### config.mk
export PLATFORM = sky130hd
export DESIGN_NAME = pti_cell
export DESIGN_NICKNAME = d
export VERILOG_FILES = /design/src/rtl/pti_pkg.sv /design/src/rtl/pti_cell.sv
export SDC_FILE = /design/constraint.sdc
export NUM_CORES = 2
export LEC_CHECK = 0
export BUFFER_PORTS_ARGS = -buffer_cell sky130_fd_sc_hd__buf_2
export CAP_MARGIN = 20
export CORE_MARGIN = 5
export CORE_UTILIZATION = 60
export CTS_BUF_LIST = sky130_fd_sc_hd__clkbuf_8
export CTS_CLUSTER_SIZE = 24
export DETAILED_ROUTE_END_ITERATION = 16
export PLACE_DENSITY = 0.77
export SLEW_MARGIN = 20
export SYNTH_ARGS = -nofsm -noshare
export SYNTH_HDL_FRONTEND = slang
export SYNTH_SLANG_ARGS = --single-unit
### constraint.sdc
create_clock -name clock -period 17.2 [get_ports clock]
set_input_delay 2.58 -clock clock [delete_from_list [all_inputs] [get_ports clock]]
set_output_delay 2.58 -clock clock [all_outputs]
set_load 0.05 [all_outputs]
### src/rtl/pti_pkg.sv
package pti_pkg;

   localparam int FEAT_W         = 16;
   localparam int ERR_W          = 8;
   localparam int RATE_W         = 15;
   localparam int MODE_W         = 2;
   localparam int CSR_ADDR_W     = 2;
   localparam int CSR_DATA_W     = 15;
   localparam int NUM_INPUTS_DEF = 4;
   localparam int PROD_W         = FEAT_W + ERR_W;
   localparam int SCALED_W       = PROD_W + RATE_W + 1;
   localparam int RSP_W          = FEAT_W + ERR_W;

   localparam logic [CSR_ADDR_W-1:0] CSR_STEP_RATE       = 2'd0;
   localparam logic [CSR_ADDR_W-1:0] CSR_ACTIVATION_MODE = 2'd1;

   localparam logic [RATE_W-1:0] RATE_RESET = 15'd26;
   localparam logic              KIND_TRAIN = 1'b1;

   localparam logic signed [FEAT_W-1:0] ONE_Q88  = 16'sd256;
   localparam logic signed [FEAT_W-1:0] ZERO_Q88 = 16'sd0;

   typedef enum logic [MODE_W-1:0] {
      ACT_STEP     = 2'd0,
      ACT_RELU     = 2'd1,
      ACT_IDENTITY = 2'd2,
      ACT_ONE      = 2'd3
   } act_mode_type;

   typedef enum logic [2:0] {
      ST_IDLE,
      ST_DOT,
      ST_ACT,
      ST_ERR,
      ST_MUL_ERR,
      ST_MUL_RATE,
      ST_UPDATE,
      ST_OUT
   } state_type;

   typedef struct packed {
      logic load;
      logic mul_err;
      logic mul_rate;
      logic update;
   } cell_ctl_type;

   typedef struct packed {
      cell_ctl_type cells;
      logic         act_load;
      logic         err_load;
      logic         out_load;
      logic         train;
   } ctrl_type;

endpackage

### src/rtl/pti_cell.sv
module pti_cell import pti_pkg::*; #(
   parameter int ACC_W = 2 * FEAT_W + 2
) (
   input  logic                       clock,
   input  logic                       reset,
   input  cell_ctl_type               ctl,
   input  logic signed [FEAT_W-1:0]   feat_in,
   input  logic signed [ACC_W-1:0]    sum_in,
   input  logic signed [ERR_W-1:0]    err,
   input  logic        [RATE_W-1:0]   rate,
   output logic signed [ACC_W-1:0]    sum_out
);

   logic signed [FEAT_W-1:0]   feat_ff;
   logic signed [FEAT_W-1:0]   w_ff, w_in;
   logic signed [ACC_W-1:0]    sum_ff, sum_in_next;
   logic signed [PROD_W-1:0]   prod_ff;
   logic signed [SCALED_W-1:0] scaled_ff;
   logic signed [2*FEAT_W-1:0] term;
   logic signed [31:0]         delta;
   logic signed [32:0]         wsum;

   always_comb begin
      term        = feat_ff * w_ff;
      sum_in_next = sum_in + ACC_W'(term);
      // floor of scaled / 256
      delta       = 32'(scaled_ff >>> 8);
      wsum        = 33'(w_ff) + 33'(delta);
      if (wsum > 33'sd32767) begin
         w_in = 16'sh7fff;
      end else if (wsum < -33'sd32768) begin
         w_in = 16'sh8000;
      end else begin
         w_in = wsum[FEAT_W-1:0];
      end
   end

   always_ff @(posedge clock) begin
      if (reset) begin
         w_ff <= '0;
      end else if (ctl.update) begin
         w_ff <= w_in;
      end
   end

   always_ff @(posedge clock) begin
      if (ctl.load) begin
         feat_ff <= feat_in;
      end
      if (ctl.mul_err) begin
         prod_ff <= err * feat_ff;
      end
      if (ctl.mul_rate) begin
         scaled_ff <= prod_ff * $signed({1'b0, rate});
      end
      // hand the partial sum to the next cell every cycle
      sum_ff <= sum_in_next;
   end

   assign sum_out = sum_ff;

endmodule

==> reports/results.ini <==
[status]
outcome=complete, no violations

[worst_hold_path]
hold_path.class=flop to flop
hp-start=scaled_ff[8]
min_to=w_ff[0]
hold_depth=3

[synthesis]
synthMuxAreaShare=0.000302
synth_xor_area_frac=0.0319
avgSynthCellArea_um2=9.47
yosys_warnings=0
synthFlopType=edfxtp_1
synthAdderAreaFrac=0.561
synth_top_family_by_area=adder cells
async_reset_ff_frac=0
synth-seq-cells=122
synth-seq-area-share=0.0953
synth_compound_area_frac=0.0526
syn_area_um2=33200
synth-simple-area-share=0.145
syn-num-nets=4614
synth_edf_count=72
syn-instance-count=3503
yosysUniqueCellTypes=60

[cells_and_area]
n_fill_cell=4529
drive_gt1_frac=0.0498
layout_commonest_cell=inv_1
fin_util=0.631
nNetsFinal=4631
final_cell_mix=inv_1 (881), fa_1 (758), nand2_1 (405)
area_growth_syn_to_layout_pct=4.57

[clock_network]
cts_hold_buffers=0
numCtsBuffers=17
ctsResizeCount=0
insertion_delay_ns=0.51
cts_max_level=4
clock-sinks=122
cts_tree=built
clk_pin_slew_ns=0.09
clockRootBuffer=clkbuf_8
max-clock-path-buffers=2
post_cts_buffers=0

[floorplanning]
io_pins=113
core_area_um2=55000
die_w_um=245
initial_core_util=0.603
die_h_um=245
dieArea_um2=60100
num_rows=86

[timing]
finalHoldViolCount=0
min_period_ns=8.98
worstMarginPinSlew_ns=1.01
finalSetupViolCount=0
clock_skew_ns=0.0246
finalSetupTns_ns=0
slew_headroom=0.330
slew_viol_final=0
rsz0062_at_grt=no
fmax_mhz=111
fin_crit_sh=0.522

[drt]
drtPass1Iterations=5
wl_per_cell_um=16.1
vias=22800
drc_errors=0
wirelength_um=69000
drtIter0Drc=1178
ant_nets=0
viasPerCell=5.31

[place]
portBuffers=112
place_congestion=0.849
hpwl_um=56600

[critical_path]
rr_worst_depth=25
path_common_cell=fa_1
crit_buf_inv=4
timing.rr.end=sum_out[31]
cp_top_family=adder cells
critical_path.startpoint_type=input pin
crit_type=input pin to flop
critPathMaxFanout=23
crit_path_end_kind=flop
r2r_setup_slack_ns=9.67
timing.rr.start=feat_ff[11]
crit_arrival_ns=9.22
slowest_delay_ns=0.54
slowest_stage=fa_1
required_ns=17.44

[grt]
grt_use_total=0.243
overflow=0
grt_pass1_vias=24700
antenna_found_initial=5
grt_pass1_wl_um=119000
grt_max_degree=33

[run]
drv_cap=0

cells by family (layout without fill, tap and decap cells):
logic type | count (synthesis) | count (layout)
simple gates | 971 | 971
xor+xnor | 121 | 121
buf+inv | 1005 | 1035
mux | 1 | 1
compound gates | 251 | 251
fa+ha+maj | 1032 | 1032
other cells | 0 | 3
flops | 122 | 122
stage by stage:
| step | hold slack [ns] | cells | setup slack [ns] | instance area, um^2 |
|---|---|---|---|---|
| after floorplan | 0.524 | 3503 | 8.50 | 33200 |
| after global placement | 0.694 | 4249 | 7.91 | 34300 |
| after detailed placement | 0.698 | 4249 | 7.72 | 34300 |
| after CTS | 0.708 | 4281 | 8.23 | 34700 |
| after global routing | 0.738 | 4284 | 7.92 | 34700 |
| final | 0.700 | 4284 | 8.22 | 34700 |
tightest hold or removal path: stages, from the launching register on:
cell and delay [ns]:
edfxtp_1 0.34, ha_1 0.22, nand2_1 0.05, a211oi_1 0.06
cell usage after synthesis, drive strengths merged, types with 50 or more instances:
cell | n | area share
inv | 881 | 0.10
fa | 758 | 0.46
nand2 | 405 | 0.046
and2 | 356 | 0.067
ha | 274 | 0.10
clkbuf | 119 | 0.013
xnor2 | 95 | 0.025
nor2 | 92 | 0.010
edfxtp | 72 | 0.065
a21oi | 69 | 0.010
dfxtp | 50 | 0.030
o21ai | 50 | 0.0075
final cells by class:
class	instances	area, um^2	area share
Clock inverter	15	180	0.00519
Inverter	881	3310	0.0953
Tap cell	748	936	0.0270
Sequential cell	122	3160	0.0912
Clock buffer	17	234	0.00674
Antenna cell	3	7.51	0.000216
Multi-Input combinational cell	2376	26200	0.756
Timing Repair Buffer	122	636	0.0183
worst max-delay path by stage:
| stage | startpoint | to | slack (ns) | cells past startpoint |
|---|---|---|---|---|
| after floorplan | rate[1] | scaled_ff[38] | 8.50 | 25 |
| after CTS | rate[1] | scaled_ff[38] | 8.23 | 25 |
| after global placement | rate[1] | scaled_ff[38] | 7.91 | 25 |
| final | rate[1] | scaled_ff[38] | 8.22 | 25 |
| after global routing | rate[1] | scaled_ff[38] | 7.92 | 25 |
| after detailed placement | rate[1] | scaled_ff[38] | 7.72 | 25 |
registers in the layout, indices dropped and copies added (netlist names):
signal / count
w_ff: 16
feat_ff: 16
sum_out: 34
scaled_ff: 32
prod_ff: 24
metal layers:
metal / global-route usage / part of all wire
met1: 0.318 / 0.40
met2: 0.420 / 0.51
met3: 0.0329 / 0.050
met4: 0.0842 / 0.036
met5: 0 / 0
Power is not shown: default switching activity piles up to over one toggle a cycle in this logic, so the estimate is an artifact.
