--- src/rtl/pti_pkg.sv ---
package pti_pkg;

   localparam int FEAT_W         = 16;
   localparam int ERR_W          = 8;
   localparam int RATE_W         = 15;
   localparam int MODE_W         = 2;
   localparam int CSR_ADDR_W     = 2;
   localparam int CSR_DATA_W     = 15;
   localparam int NUM_INPUTS_DEF = 4;
   localparam int PROD_W         = FEAT_W + ERR_W;
   localparam int SCALED_W       = PROD_W + RATE_W + 1;
   localparam int RSP_W          = FEAT_W + ERR_W;

   localparam logic [CSR_ADDR_W-1:0] CSR_STEP_RATE       = 2'd0;
   localparam logic [CSR_ADDR_W-1:0] CSR_ACTIVATION_MODE = 2'd1;

   localparam logic [RATE_W-1:0] RATE_RESET = 15'd26;
   localparam logic              KIND_TRAIN = 1'b1;

   localparam logic signed [FEAT_W-1:0] ONE_Q88  = 16'sd256;
   localparam logic signed [FEAT_W-1:0] ZERO_Q88 = 16'sd0;

   typedef enum logic [MODE_W-1:0] {
      ACT_STEP     = 2'd0,
      ACT_RELU     = 2'd1,
      ACT_IDENTITY = 2'd2,
      ACT_ONE      = 2'd3
   } act_mode_type;

   typedef enum logic [2:0] {
      ST_IDLE,
      ST_DOT,
      ST_ACT,
      ST_ERR,
      ST_MUL_ERR,
      ST_MUL_RATE,
      ST_UPDATE,
      ST_OUT
   } state_type;

   typedef struct packed {
      logic load;
      logic mul_err;
      logic mul_rate;
      logic update;
   } cell_ctl_type;

   typedef struct packed {
      cell_ctl_type cells;
      logic         act_load;
      logic         err_load;
      logic         out_load;
      logic         train;
   } ctrl_type;

endpackage

--- src/rtl/pti_ctrl.sv ---
module pti_ctrl import pti_pkg::*; #(
   parameter int NUM_INPUTS = NUM_INPUTS_DEF
) (
   input  logic     clock,
   input  logic     reset,
   input  logic     req_tvalid,
   input  logic     req_kind,
   input  logic     out_free,
   output logic     req_tready,
   output ctrl_type ctrl
);

   localparam int CNT_W = (NUM_INPUTS > 1) ? $clog2(NUM_INPUTS) : 1;

   state_type        state_ff, state_in;
   logic [CNT_W-1:0] cnt_ff, cnt_in;
   logic             train_ff, train_in;

   always_ff @(posedge clock) begin
      if (reset) begin
         state_ff <= ST_IDLE;
         cnt_ff   <= '0;
         train_ff <= 1'b0;
      end else begin
         state_ff <= state_in;
         cnt_ff   <= cnt_in;
         train_ff <= train_in;
      end
   end

   always_comb begin
      state_in   = state_ff;
      cnt_in     = cnt_ff;
      train_in   = train_ff;
      req_tready = 1'b0;
      ctrl       = '0;
      ctrl.train = train_ff;
      case (state_ff)
         ST_IDLE: begin
            req_tready = 1'b1;
            if (req_tvalid) begin
               ctrl.cells.load = 1'b1;
               train_in        = (req_kind == KIND_TRAIN);
               cnt_in          = '0;
               state_in        = ST_DOT;
            end
         end
         ST_DOT: begin
            cnt_in = cnt_ff + 1'b1;
            if (cnt_ff == CNT_W'(NUM_INPUTS - 1)) begin
               state_in = ST_ACT;
            end
         end
         ST_ACT: begin
            ctrl.act_load = 1'b1;
            state_in      = ST_ERR;
         end
         ST_ERR: begin
            ctrl.err_load = 1'b1;
            state_in      = train_ff ? ST_MUL_ERR : ST_OUT;
         end
         ST_MUL_ERR: begin
            ctrl.cells.mul_err = 1'b1;
            state_in           = ST_MUL_RATE;
         end
         ST_MUL_RATE: begin
            ctrl.cells.mul_rate = 1'b1;
            state_in            = ST_UPDATE;
         end
         ST_UPDATE: begin
            ctrl.cells.update = 1'b1;
            state_in          = ST_OUT;
         end
         ST_OUT: begin
            // hold until the result register is free
            if (out_free) begin
               ctrl.out_load = 1'b1;
               state_in      = ST_IDLE;
            end
         end
         default: begin
            state_in = ST_IDLE;
         end
      endcase
   end

endmodule
--- config.mk ---
export PLATFORM = sky130hd
export DESIGN_NAME = pti_ctrl
export DESIGN_NICKNAME = d
export VERILOG_FILES = /design/src/rtl/pti_pkg.sv /design/src/rtl/pti_ctrl.sv
export SDC_FILE = /design/constraint.sdc
export NUM_CORES = 1
export LEC_CHECK = 0
export BUFFER_PORTS_ARGS = -buffer_cell sky130_fd_sc_hd__buf_2
export CAP_MARGIN = 20
export CORE_AREA = 2 2 39 41
export CTS_BUF_LIST = sky130_fd_sc_hd__clkbuf_8
export DETAILED_ROUTE_END_ITERATION = 6
export DIE_AREA = 0 0 41 43
export PLACE_DENSITY = 0.48
export SLEW_MARGIN = 30
export SYNTH_ARGS = -nofsm -noshare
export SYNTH_HDL_FRONTEND = slang
export SYNTH_SLANG_ARGS = --single-unit
export TNS_END_PERCENT = 50
--- constraint.sdc ---
create_clock -name clock -period 1.57 [get_ports clock]
set_clock_uncertainty 0.2 [all_clocks]
set_input_delay 0.471 -clock clock [delete_from_list [all_inputs] [get_ports clock]]
set_output_delay 0.471 -clock clock [all_outputs]
set_load 0.03 [all_outputs]
==> metrics.csv <==
metric;value;unit
status;complete, but fails checks;
failing checks;setup timing;
DRT iter0 DRCs;4;
syn avg cell area;8.67;µm²
Peak VDD IR;0.000320;V
CTS Buf Count;3;
worst hold-check path type;reg -> reg;
# DRC;0;
most frequent cells in the layout;14 x buf_4, 6 x buf_6, 5 x nor2_1, 5 x buf_2, 4 x a21oi_1;
Cells after Synth;42;
drt wl/cell;10.2;µm
unique cell type count in the Yosys netlist;20;
Synth-to-Final Area Change;72.2;%
Setup WS pre-CTS;-0.108;ns
Bufs on Longest Clock Path;2;
Ys Warns;0;
n_diodes;0;
Total Wirelength;828;µm
CTS Hold Bufs;0;
fin util;45.3;%
Peak Freq;577;MHz
vias in the first global route;335;
root buf cell;clkbuf_8;
syn nets;48;
Worst slew margin;83.4;%
Seq/Total Area, Yosys;33.0;%
setup ws final;-0.163;ns
max-cap check violation count;0;
CTS sink count;6;
Die Y;43;µm
CTS tree;built;
fin nets;73;
Worst Tran Pin Value;0.248;ns
Min Clock Period, post-route;1.73;ns
Synth Register Bits;6;
total track usage;11.5;%
Via Count;372;
largest net degree at the start of global routing;9;
Setup crit start kind;register;
Initial Util;26.3;%
Vias/cell;4.59;
gr ovfl total;0;
RSZ-0062 raised after global routing;yes;
required time worst endpoint;0.90;ns
Leak Pwr;0.000300;µW
CP Class;reg -> out;
H-tree levels;1;
layout cells sized above 1;55.4;%
Core Box Area;1380;µm²
RD Place Congestion;0.760;
drt first pass iters;3;
Worst Setup End Kind;output pin;
crit path DAT;1.06;ns
placed cell count;77;
Clock Latency Late Sink;0.22;ns
clock-pin slew on the worst setup and hold paths;0.04;ns
Die Area;1760;µm²
Cell Area, Synth;364;µm²
I/O Pins;14;
Critical Path Fanout Max;5;
Row Count;14;
PortBufs;13;
Antenna Nets Post-Route;0;
Pins Over Slew Limit;0;
initial antenna violation count;0;
Die X;41;µm
# fillers;138;
period utilisation layout;110;%
dpl hpwl;649;µm
# setup viols final;8;
final hold violation count;0;
fin cells;81;
power per cell area;744;nW/µm²
global-route wire length before repair;1310;µm
most common cell after layout, fill and taps aside;buf_4;
synth_stat cells (all sizes together):
master,number,share of area [%]
dfxtp,6,33
mux2i,2,5.5
o21a,1,2.1
buf,5,10
nand3b,1,2.1
o31ai,2,4.1
inv,1,1.0
a21oi,4,5.5
nor2,6,6.2
and3b,2,4.8
nand3,1,1.4
nand2,2,2.1
nor3,3,4.1
ha,1,3.4
a221oi,1,2.4
nor4b,1,6.5
o22ai,1,1.7
nor3b,2,4.1
power breakdown:
part / internal, µW / switching, µW / total (µW)
Sequential: 157 / 6.85 / 164
Combinational: 42.1 / 37.0 / 79.1
Clock: 164 / 59.5 / 224
worst max-delay path, stage by stage (launching register included):
cell and delay (ns):
dfxtp_4 0.35, nor4b_4 0.31, buf_6 0.17
cell type report:
type	count	area [µm²]	area share, %
flip-flops and latches	6	131	21.0
well taps	16	20.0	3.19
clock buffers	3	41.3	6.59
multi-input cells	30	233	37.1
inverters	1	3.75	0.599
repair buffers	25	198	31.5
metrics by stage:
step | hold slack, ns | power (µW) | area [µm²] | TNS (ns)
after global routing | 0.293 | 493 | 627 | -1.56
after global placement | 0.258 | 239 | 518 | -0.373
after CTS | 0.276 | 477 | 613 | -1.29
after detailed placement | 0.267 | 238 | 518 | -0.395
after floorplan | 0.242 | 209 | 387 | -0.574
final | 0.275 | 466 | 627 | -1.12
path summary, 6_finish.rpt:
| path | from | to | slack, ns | depth (start not counted) |
|---|---|---|---|---|
| worst max-delay path | state_ff[0] | ctrl[7] | -0.16 | 2 |
| worst min-delay path | cnt_ff[1] | cnt_ff[1] | 0.27 | 2 |
| worst max register to register | state_ff[0] | train_ff | 0.13 | 5 |
| worst min register to register | cnt_ff[1] | cnt_ff[1] | 0.27 | 2 |
sequential cells by signal, summed over array words and instances, names as in the netlist:
signal,flops
state_ff,3
train_ff,1
cnt_ff,2
cells by family after synthesis:
group | synth area share (%)
and+or+nand+nor | 31.3
DFF | 33.0
muxes | 5.50
buffers and inverters | 11.0
adders and majority gates | 3.44
AOI/OAI and AO/OA | 15.8
what timing repair did:
item	4_1_cts	5_1_grt
resized for setup	17	4
setup endpoints to repair	8	8
pin swaps	2	1
buffers inserted	1	0
layer usage:
layer  vias up  global-route usage (%)  wire, µm
met5         -                       0         0
met4         0                    12.0        19
met3         2                    1.57        26
met2        12                    15.3       382
met1       163                    14.2       399
li1        195                       -         -
Note: power is estimated with default switching activity, not from simulation.
